<file path="src/hdl/vcw_ram.sv">
// Generic single-write, single-read RAM with a registered read port.
// No dependencies.
module vcw_ram #(
  parameter int WIDTH = 32,
  parameter int DEPTH = 32
) (
  input  logic                     clk_i,
  input  logic                     we_i,
  input  logic [$clog2(DEPTH)-1:0] waddr_i,
  input  logic [WIDTH-1:0]         wdata_i,
  input  logic                     re_i,
  input  logic [$clog2(DEPTH)-1:0] raddr_i,
  output logic [WIDTH-1:0]         rdata_o
);

  logic [WIDTH-1:0] mem_q [DEPTH];
  logic [WIDTH-1:0] rdata_q;

  always_ff @(posedge clk_i) begin
    if (we_i) begin
      mem_q[waddr_i] <= wdata_i;
    end
    if (re_i) begin
      rdata_q <= mem_q[raddr_i];
    end
  end

  assign rdata_o = rdata_q;

endmodule

</file>
<file path="config.mk">
export PLATFORM = sky130hd
export DESIGN_NAME = vcw_ram
export DESIGN_NICKNAME = d
export VERILOG_FILES = /design/src/hdl/vcw_ram.sv
export SDC_FILE = /design/constraint.sdc
export NUM_CORES = 1
export LEC_CHECK = 0
export BUFFER_PORTS_ARGS = -buffer_cell sky130_fd_sc_hd__buf_2
export CAP_MARGIN = 5
export CORE_AREA = 2 2 260 262
export CTS_CLUSTER_SIZE = 40
export DETAILED_ROUTE_END_ITERATION = 8
export DIE_AREA = 0 0 262 264
export GPL_TIMING_DRIVEN = 0
export HOLD_SLACK_MARGIN = 0.03
export PLACE_DENSITY = 0.78
export REMOVE_ABC_BUFFERS = 1
export SLEW_MARGIN = 25
export SYNTH_ARGS = -nofsm -noshare
export SYNTH_HDL_FRONTEND = slang
export SYNTH_SLANG_ARGS = --single-unit
</file>
<file path="constraint.sdc">
create_clock -name clk_i -period 3.83 [get_ports clk_i]
set_input_delay 0.383 -clock clk_i [delete_from_list [all_inputs] [get_ports clk_i]]
set_output_delay 0.383 -clock clk_i [all_outputs]
set_load 0.03 [all_outputs]
</file>
==> results_dict.tcl <==
set metrics [dict create \
    nFillCells 3820 \
    synth-seq-area-share_pct 77.7 \
    hold_buffers 0 \
    grt_max_degree 77 \
    clkTransAtPathRegs_ns 0.06 \
    antenna_found_initial 1 \
    htree_levels 3 \
    yosys.area_share.simple_pct 3.08 \
    worst-setup-path-type "in -> reg" \
    dieArea_sq_um 69200 \
    crit_chain "buf_8 -> buf_16 -> buf_16 -> buf_16 -> mux2i_1 -> a22o_1 -> nor3_1 -> a31oi_1 -> nand3_1" \
    status "finished clean" \
    max_slew.worst_pin.slew_ns 1.02 \
    die_h_um 264 \
    cts_tree "built" \
    power_density_nw_per_um2 498 \
    synth_compound_area_share_pct 4.81 \
    gp_congestion 0.710 \
    ant_nets 0 \
    grt-ovfl-total 0 \
    crit_start "raddr_i[0]" \
    grt_pass1_wl_um 143000 \
    synthCells 2260 \
    dp_hpwl_um 58200 \
    critical_path.endpoint "rdata_o[17]$_DFFE_PP_" \
    critical_path_required_ns 4.19 \
    wire_per_inst_um 29.5 \
    multi_input_area_sq_um 8630 \
    cap_violations 0 \
    initial_core_util_pct 61.3 \
    hold_path_class "in -> reg" \
    ys_ff_latch 1056 \
    start_kind "input port" \
    synth-xor-area-share_pct 0 \
    dp_slack_ns 0.200 \
    slew-limit-headroom_pct 32.1 \
    hold_viol_final 0 \
    drive_above_1_share_pct 13.6 \
    final_common_cell "edfxtp_1" \
    finalCritPeriodShare_pct 79.7 \
    nNetsFinal 2445 \
    drc 0 \
    synth_cell_type_count 24 \
    synth_top_family_by_area "multiplexers" \
    cts.root.buffer_cell "clkbuf_16" \
    slew_violations 0 \
    ff2ff_setup_slack_ns 2.22 \
    reg2reg_depth 5 \
    synth_warnings 0 \
    rsz0062_at_grt "no" \
    max_stage_delay_ns 0.45 \
    dp.cells 3174 \
    max_freq_ghz 0.328 \
    yosys-mux-area-fraction_pct 12.6 \
    cpMaxStageDelayCell "buf_8" \
    clock_sinks 1056 \
    path_max_fanout 76 \
    worst_r2r_endpoint "rdata_o[5]$_DFFE_PP_" \
    period_minus_slack_ns 3.05 \
    finalPower_mw 23.5 \
    numCtsBuffers 97 \
    p_leak_nw 16.4 \
    synth-adder-area-share_pct 0 \
    core_area_sq_um 66600 \
    first_global_vias 22000 \
    setup_violations 0 \
    die_x_um 262 \
    io_pins 77 \
    drt_first_pass_iters 6 \
    drt_iter0_drc 3045 \
    setup_ws_ns 0.779 \
    num_vias 22200 \
    layout.cells.non_filler 3349 \
    rr_startpoint "mem_q[5][5]$_DFFE_PP_" \
    syn2layout_area_growth_pct 15.7 \
    synth_area_sq_um 40800 \
    num_rows 95 \
    layout_common_cells "1056 x edfxtp_1, 512 x mux2i_1, 101 x clkbuf_16" \
    avgSynthCellArea_sq_um 18.1 \
    insertion_delay_ns 0.65 \
    cp.arrival_ns 3.41 \
    regArea_sq_um 31700 \
    viasPerCell 6.62 \
    critPathMostFrequentCell "buf_16" \
    critPathCaptureType "register" \
    io_buffers 76 \
    ir_drop_mv 0.321 \
    post_cts_buffers 0 \
    totalWireLength_um 98900 \
    cts_resized 0 \
    track_usage_pct 28.8 \
    clockBufferDepth 3 \
    finClkSkew_ns 0.0184 \
]
-- per-stage QoR --
stage               util, %   TNS, ns  instance area (sq um)  hold slack, ns
floorplan                 -    -53.40                  40100           0.482
global placement       62.4  -1283.67                  41500           0.654
detailed placement     66.4         0                  44200           0.678
CTS                    70.9         0                  47200           0.193
global route           70.9         0                  47200           0.228
finish                 70.9         0                  47200           0.213
-- critical path: cells and delay by family --
kind | cells | cell delay (ns)
multiplexers | 1 | 0.28
AO/OA/AOI/OAI | 2 | 0.53
buffers and inverters | 4 | 1.70
AND/OR/NAND/NOR | 2 | 0.21
-- state kept, by name (all words and copies together) (netlist names) --
signal and cells:
rdata_o 32, mem_q 1024
-- how the worst min path moves through the flow --
stage | from | endpoint | slack (ns) | cells after the start
final | wdata_i[18] | mem_q[14][18]$_DFFE_PP_ | 0.21 | 1
after global routing | wdata_i[18] | mem_q[19][18]$_DFFE_PP_ | 0.23 | 1
after CTS | wdata_i[29] | mem_q[14][29]$_DFFE_PP_ | 0.19 | 1
after detailed placement | mem_q[26][27]$_DFFE_PP_ | rdata_o[27]$_DFFE_PP_ | 0.68 | 4
after global placement | mem_q[10][27]$_DFFE_PP_ | rdata_o[27]$_DFFE_PP_ | 0.65 | 4
after floorplan | wdata_i[0] | mem_q[0][0]$_DFFE_PP_ | 0.48 | 0
-- final cells by class --
cell class | count | share of cell area [%]
Sequential cell | 1056 | 67.2
Multi-Input combinational cell | 1077 | 18.3
Timing Repair Buffer | 168 | 5.88
Clock buffer | 131 | 5.59
Tap cell | 873 | 2.31
Clock inverter | 43 | 0.769
Antenna cell | 1 | 0.00530
-- power breakdown --
| group | switching (mW) | internal, mW |
|---|---|---|
| Combinational | 0.855 | 0.448 |
| Clock | 4.04 | 5.22 |
| Sequential | 0.0443 | 12.9 |
-- synthesized netlist by cell type (all sizes together) --
master  count  area, sq um
nand2      98          368
or3b        3         26.3
or2         1         6.26
clkbuf     48          188
buf        79          566
nor2       34          128
and2b       1         7.51
nand3      98          490
and2        1         6.26
a21oi      96          480
a22o       64          561
a31oi      32          200
or3         1         6.26
nor3       32          160
mux2i     512         5120
nor2b       1         6.26
nand3b      5         37.5
a22oi      96          721
edfxtp   1056        31700
nand2b      2         12.5
-- kinds of logic (layout without fill, tap and decap cells) --
group           after synthesis  count (layout)
flops                      1056            1056
simple gates                277             277
buf+inv                     127             342
compound gates              288             288
mux                         512             512
other cells                   0               1
-- per-layer routing --
metal,global-route usage [%],up-vias,wire length [um]
met5,0,-,0
met4,11.1,0,3620
met3,5.69,247,10100
met2,44.6,1289,46200
met1,40.9,11300,38900
li1,-,9290,-
Note: power is estimated with default switching activity, not from simulation.
