## config.mk

```make
export PLATFORM = sky130hd
export DESIGN_NAME = vcw_cell
export DESIGN_NICKNAME = d
export VERILOG_FILES = /design/src/hdl/vcw_pkg.sv /design/src/hdl/vcw_cell.sv
export SDC_FILE = /design/constraint.sdc
export NUM_CORES = 2
export LEC_CHECK = 0
export BUFFER_PORTS_ARGS = -buffer_cell sky130_fd_sc_hd__buf_2
export CAP_MARGIN = 20
export CELL_PAD_IN_SITES_DETAIL_PLACEMENT = 1
export CELL_PAD_IN_SITES_GLOBAL_PLACEMENT = 1
export CORE_MARGIN = 5
export CORE_UTILIZATION = 40
export CTS_BUF_LIST = sky130_fd_sc_hd__clkbuf_4 sky130_fd_sc_hd__clkbuf_8
export CTS_CLUSTER_SIZE = 25
export DETAILED_ROUTE_END_ITERATION = 8
export HOLD_SLACK_MARGIN = 0.03
export PLACE_DENSITY = 0.67
export REMOVE_ABC_BUFFERS = 1
export SLEW_MARGIN = 20
export SYNTH_ARGS = -nofsm -noshare
export SYNTH_HDL_FRONTEND = slang
export SYNTH_SLANG_ARGS = --single-unit
```

## constraint.sdc

```tcl
create_clock -name clk_i -period 5.86 [get_ports clk_i]
set_input_delay 0.293 -clock clk_i [delete_from_list [all_inputs] [get_ports clk_i]]
set_output_delay 0.293 -clock clk_i [all_outputs]
set_load 0.01 [all_outputs]
```

## src/hdl/vcw_pkg.sv

```systemverilog
// Package for the valid-mode 2D convolution window unit.
// Holds sizes, codes and the control structs used by the interfaces, the cell and the top unit; no dependencies.
package vcw_pkg;

  localparam int KERNEL_SIZE = 3;
  localparam int MAX_IN_SIZE = 32;
  localparam int DATA_WIDTH  = 16;

  localparam int KK        = KERNEL_SIZE * KERNEL_SIZE;
  localparam int CFG_W     = 6;
  localparam int CFG_IDX_W = 1;
  localparam int IDX_W     = 4;
  localparam int OUT_W     = 36;
  localparam int PROD_W    = 2 * DATA_WIDTH;
  localparam int CNT_W     = $clog2(MAX_IN_SIZE);
  localparam int POS_W     = (CNT_W + 1 > CFG_W) ? CNT_W + 1 : CFG_W;
  localparam int LINE_W    = (KERNEL_SIZE - 1) * DATA_WIDTH;

  localparam logic [CFG_W-1:0] IN_SIZE_RST  = CFG_W'(7);
  localparam logic [CFG_W-1:0] OUT_SIZE_RST = CFG_W'(5);

  typedef enum logic {
    ACT_LOAD  = 1'b0,
    ACT_PIXEL = 1'b1
  } action_e;

  typedef enum logic [CFG_IDX_W-1:0] {
    CFG_IN_SIZE  = 1'b0,
    CFG_OUT_SIZE = 1'b1
  } cfg_reg_e;

  typedef logic signed [DATA_WIDTH-1:0] data_t;
  typedef logic signed [OUT_W-1:0]      acc_t;

  typedef struct packed {
    logic                   adv;
    logic                   shift;
    logic [KERNEL_SIZE-1:0] coef_we;
  } cell_ctl_t;

  typedef struct packed {
    logic res;
    logic err;
    logic last;
  } res_ctl_t;

endpackage

```

## src/hdl/vcw_cell.sv

```systemverilog
// One window column cell: holds a column of pixels and its coefficients,
// passes its column to the left neighbor and forms a registered partial sum.
// Depends on vcw_pkg.
module vcw_cell
  import vcw_pkg::*;
(
  input  logic      clk_i,
  input  logic      rst_ni,
  input  cell_ctl_t ctl_i,
  input  data_t     col_i [KERNEL_SIZE],
  input  data_t     coef_i,
  output data_t     col_o [KERNEL_SIZE],
  output acc_t      sum_o
);

  data_t                    win_q  [KERNEL_SIZE];
  data_t                    coef_q [KERNEL_SIZE];
  logic signed [PROD_W-1:0] prod_q [KERNEL_SIZE];
  acc_t                     sum_d;
  acc_t                     sum_q;

  always_ff @(posedge clk_i or negedge rst_ni) begin
    if (!rst_ni) begin
      for (int i = 0; i < KERNEL_SIZE; i++) begin
        win_q[i] <= '0;
      end
    end else if (ctl_i.adv && ctl_i.shift) begin
      win_q <= col_i;
    end
  end

  always_ff @(posedge clk_i) begin
    if (ctl_i.adv) begin
      for (int i = 0; i < KERNEL_SIZE; i++) begin
        if (ctl_i.coef_we[i]) begin
          coef_q[i] <= coef_i;
        end
        prod_q[i] <= win_q[i] * coef_q[i];
      end
      sum_q <= sum_d;
    end
  end

  always_comb begin
    sum_d = '0;
    for (int i = 0; i < KERNEL_SIZE; i++) begin
      sum_d = sum_d + OUT_W'(prod_q[i]);
    end
  end

  assign col_o = win_q;
  assign sum_o = sum_q;

endmodule

```

==> impl_metrics.tcl <==
set metrics [dict create \
    layout-area-overhead-vs-synth_pct 24.21 \
    final-seq-area_mm2 0.006576 \
    synth.yosys.seq_area_share_pct 16.82 \
    buffers_on_ports 154 \
    cts_tree "yes" \
    number_of_enable_type_register_cells_in_the_synthesized_netlist 178 \
    violations_in_the_final_reports "setup timing" \
    fp.coreArea_mm2 0.09657 \
    fillerInstances 10560 \
    finalWeightedCongestion 0.8646 \
    synth.cell_area_mm2 0.03892 \
    post_route_fraction_of_the_period_consumed_by_the_critical_path_pct 104.3 \
    core.rowCount 114 \
    synth.avg_cell_area_um2 10.30 \
    routed_wl_um 116200 \
    critPathCapture "prod_q[0][31]" \
    floorplan.die.height_um 321.9 \
    final.setup_skew_ps 38.64 \
    insertion_delay_ps 700 \
    die_area_mm2 0.1036 \
    detailed_place_hpwl_um 92800 \
    rsz0062_at_grt "true" \
    vias 28520 \
    wl_per_cell_um 20.17 \
    timing.final.hold_violations 0 \
    path_max_fanout 6 \
    cts_max_level 2 \
    cap_violations 0 \
    multi_input_area_mm2 0.03004 \
    finalSetupViolations 30 \
    dominantRegCellSynth "sky130_fd_sc_hd__edfxtp_1" \
    cp-end-kind "flop" \
    timing_worst_slew_pin_value_ps 1014 \
    routed_via_density 4.950 \
    dr.first_iter.drc_count 1404 \
    timing.critical_path.arrival_ps 6630 \
    finish.net_count 5611 \
    critPathLaunch "coef_q[0][4]" \
    achievable-frequency_mhz 163.6 \
    grt_pass1_wl_um 183700 \
    endpoint_of_the_lowest_slack_register_to_register_path "prod_q[0][31]" \
    synth_seq_cells 226 \
    start_util_pct 40.30 \
    grt_util_all_layers_pct 22.62 \
    synth.top_cells.by_count "sky130_fd_sc_hd__inv_1, sky130_fd_sc_hd__fa_1, sky130_fd_sc_hd__nand2_1, sky130_fd_sc_hd__and2_1, sky130_fd_sc_hd__ha_1" \
    yosysWarnings 0 \
    post-synth-top-area-fraction_pct 42.13 \
    finish.cell_count_without_fillers 5761 \
    synth_most_common_cell "sky130_fd_sc_hd__inv_1" \
    final.setup.worst_slack_ps -251.1 \
    cts_inserted_buffers 49 \
    synth.top_cells.by_area "sky130_fd_sc_hd__fa_1, sky130_fd_sc_hd__edfxtp_1, sky130_fd_sc_hd__ha_1" \
    post-route-min-period_ps 6111 \
    initial_antenna_violation_count 4 \
    yosysTopAreaCell "sky130_fd_sc_hd__fa_1" \
    number_of_cells_in_the_design_after_placement 5518 \
    via_count_of_the_first_global_routing_pass 32950 \
    status "finished with violations" \
    drt.antenna.violating_nets 0 \
    timing.rr.start "coef_q[0][4]" \
    worst_rel_slew_slack_pct 32.37 \
    post-route-drc-count 0 \
    clk_transition_reported_paths_ps 70 \
    slew_violations 0 \
    min_path_type "in -> reg" \
    critical_path_class "reg -> reg" \
    io_pins 155 \
    layout-drive-gt1-share_pct 24.62 \
    netlist_instances 3780 \
    worstSetupStartpointType "flop" \
    worstRegToRegCells 21 \
    die_w_um 321.9 \
    clock_sink_count 226 \
    largest_net_degree_at_the_start_of_global_routing 84 \
    grt-ovfl-total 0 \
    ys_types 80 \
    cts_root_buffer "sky130_fd_sc_hd__clkbuf_8" \
    ff2ff_setup_slack_ps -250 \
    async_flop_share_pct 21.24 \
    drt_first_pass_iters 6 \
    clock_tree_buffer_depth 3 \
    cp.required_ps 6380 \
]
## cells in the final DEF, fill, tap and decap left out, types with 26 or more instances in the layout
master | Yosys | final
sky130_fd_sc_hd__a21o_1 | 30 | 30
sky130_fd_sc_hd__clkbuf_8 | 0 | 52
sky130_fd_sc_hd__buf_6 | 2 | 56
sky130_fd_sc_hd__a21oi_1 | 87 | 62
sky130_fd_sc_hd__inv_1 | 874 | 839
sky130_fd_sc_hd__dlygate4sd3_1 | 0 | 65
sky130_fd_sc_hd__o21ai_0 | 44 | 36
sky130_fd_sc_hd__ha_1 | 278 | 231
sky130_fd_sc_hd__and2_1 | 375 | 347
sky130_fd_sc_hd__buf_4 | 2 | 424
sky130_fd_sc_hd__and2_4 | 1 | 27
sky130_fd_sc_hd__fa_1 | 819 | 780
sky130_fd_sc_hd__nand2_1 | 409 | 393
sky130_fd_sc_hd__buf_2 | 4 | 154
sky130_fd_sc_hd__nor2_1 | 82 | 77
sky130_fd_sc_hd__xnor2_1 | 96 | 92
sky130_fd_sc_hd__mux2_2 | 48 | 48
sky130_fd_sc_hd__inv_2 | 0 | 35
sky130_fd_sc_hd__nand2b_1 | 26 | 26
sky130_fd_sc_hd__ha_4 | 0 | 37
sky130_fd_sc_hd__edfxtp_1 | 178 | 178
sky130_fd_sc_hd__xor2_1 | 32 | 28
sky130_fd_sc_hd__fa_2 | 0 | 39
## kinds of logic (layout without fill, tap and decap cells)
kind of cell | Yosys count | in the layout | synth area share [%]
muxes | 49 | 49 | 1.415
xor gates and xnor gates | 128 | 128 | 2.881
adders and majority gates | 1097 | 1097 | 51.07
and+or+nand+nor | 993 | 993 | 12.75
buffers and inverters | 985 | 1689 | 9.571
DFF | 226 | 226 | 16.82
other | 0 | 1 | 0
AOI/OAI and AO/OA | 302 | 302 | 5.498
## per-layer routing
| layer | wire length (um) | share of wire, % | GRT usage [%] |
|---|---|---|---|
| met1 | 50010 | 43 | 30.41 |
| met2 | 58680 | 51 | 39.50 |
| met3 | 4001 | 3.4 | 2.011 |
| met4 | 3483 | 3.0 | 6.188 |
| met5 | 0 | 0 | 0 |
## flip-flops by register name (all words and copies together) (netlist names)
register and flops:
prod_q 96, coef_q 48, col_o 48, sum_o 34
## metrics by stage
stage / hold slack, ps / area (um^2) / setup TNS, ps / util (%) / worst slack (ps)
2_1_floorplan: -2.591 / 38470 / -1063 / - / -274.9
3_3_place_gp: 526.2 / 44230 / -5173 / 45.81 / -296.7
3_5_place_dp: 530.4 / 44230 / -8948 / 45.81 / -406.2
4_1_cts: 39.25 / 47290 / -1903 / 48.97 / -229.0
5_1_grt: 72.67 / 48340 / -10060 / 50.06 / -476.7
6_report: 80.96 / 48340 / -3757 / 50.06 / -251.1
## worst min path at each step
stage | depth (start not counted) | to | start
2_1_floorplan | 0 | col_o[0] | rst_ni
3_3_place_gp | 2 | col_o[1] | col_i[1]
3_5_place_dp | 2 | col_o[15] | col_i[15]
4_1_cts | 1 | sum_o[0] | ctl_i[4]
5_1_grt | 1 | sum_o[2] | ctl_i[4]
6_report | 1 | sum_o[0] | ctl_i[4]
## timing repair
item | CTS | global route
gates cloned | 1 | 4
hold buffers | 65 | 0
endpoints found under the setup margin | 41 | 48
gates resized for setup | 202 | 180
setup buffers | 54 | 34
pin swaps | 105 | 120
hold endpoints to repair | 144 | 0
## worst max-delay path, cell delays in order, from the launching register on
cell                        delay [ps]
sky130_fd_sc_hd__edfxtp_1          460
sky130_fd_sc_hd__buf_12            180
sky130_fd_sc_hd__and2_1            170
sky130_fd_sc_hd__fa_1              530
sky130_fd_sc_hd__inv_1              60
sky130_fd_sc_hd__fa_1              520
sky130_fd_sc_hd__fa_2              450
sky130_fd_sc_hd__fa_1              570
sky130_fd_sc_hd__inv_1              70
sky130_fd_sc_hd__fa_1              500
sky130_fd_sc_hd__inv_1              60
sky130_fd_sc_hd__fa_1              500
sky130_fd_sc_hd__inv_1              80
sky130_fd_sc_hd__ha_4              160
sky130_fd_sc_hd__and2_1            140
sky130_fd_sc_hd__o2111ai_2         170
sky130_fd_sc_hd__o31a_1            240
sky130_fd_sc_hd__nand4b_1          210
sky130_fd_sc_hd__o21ai_2           260
sky130_fd_sc_hd__nand3_2           130
sky130_fd_sc_hd__a2111o_1          400
sky130_fd_sc_hd__o211ai_2           70
## cell type report
type | count | area share, %
multi-input combinational | 2569 | 62.14
sequential | 226 | 13.60
timing repair buffer | 723 | 11.85
inverter | 874 | 6.787
tap | 1276 | 3.303
clock buffer | 64 | 1.667
clock inverter | 28 | 0.6445
antenna | 1 | 0.005177
Power is left out: the tool's default activity adds up to more than one toggle a clock period on the data nets, which glitch-free logic cannot reach.
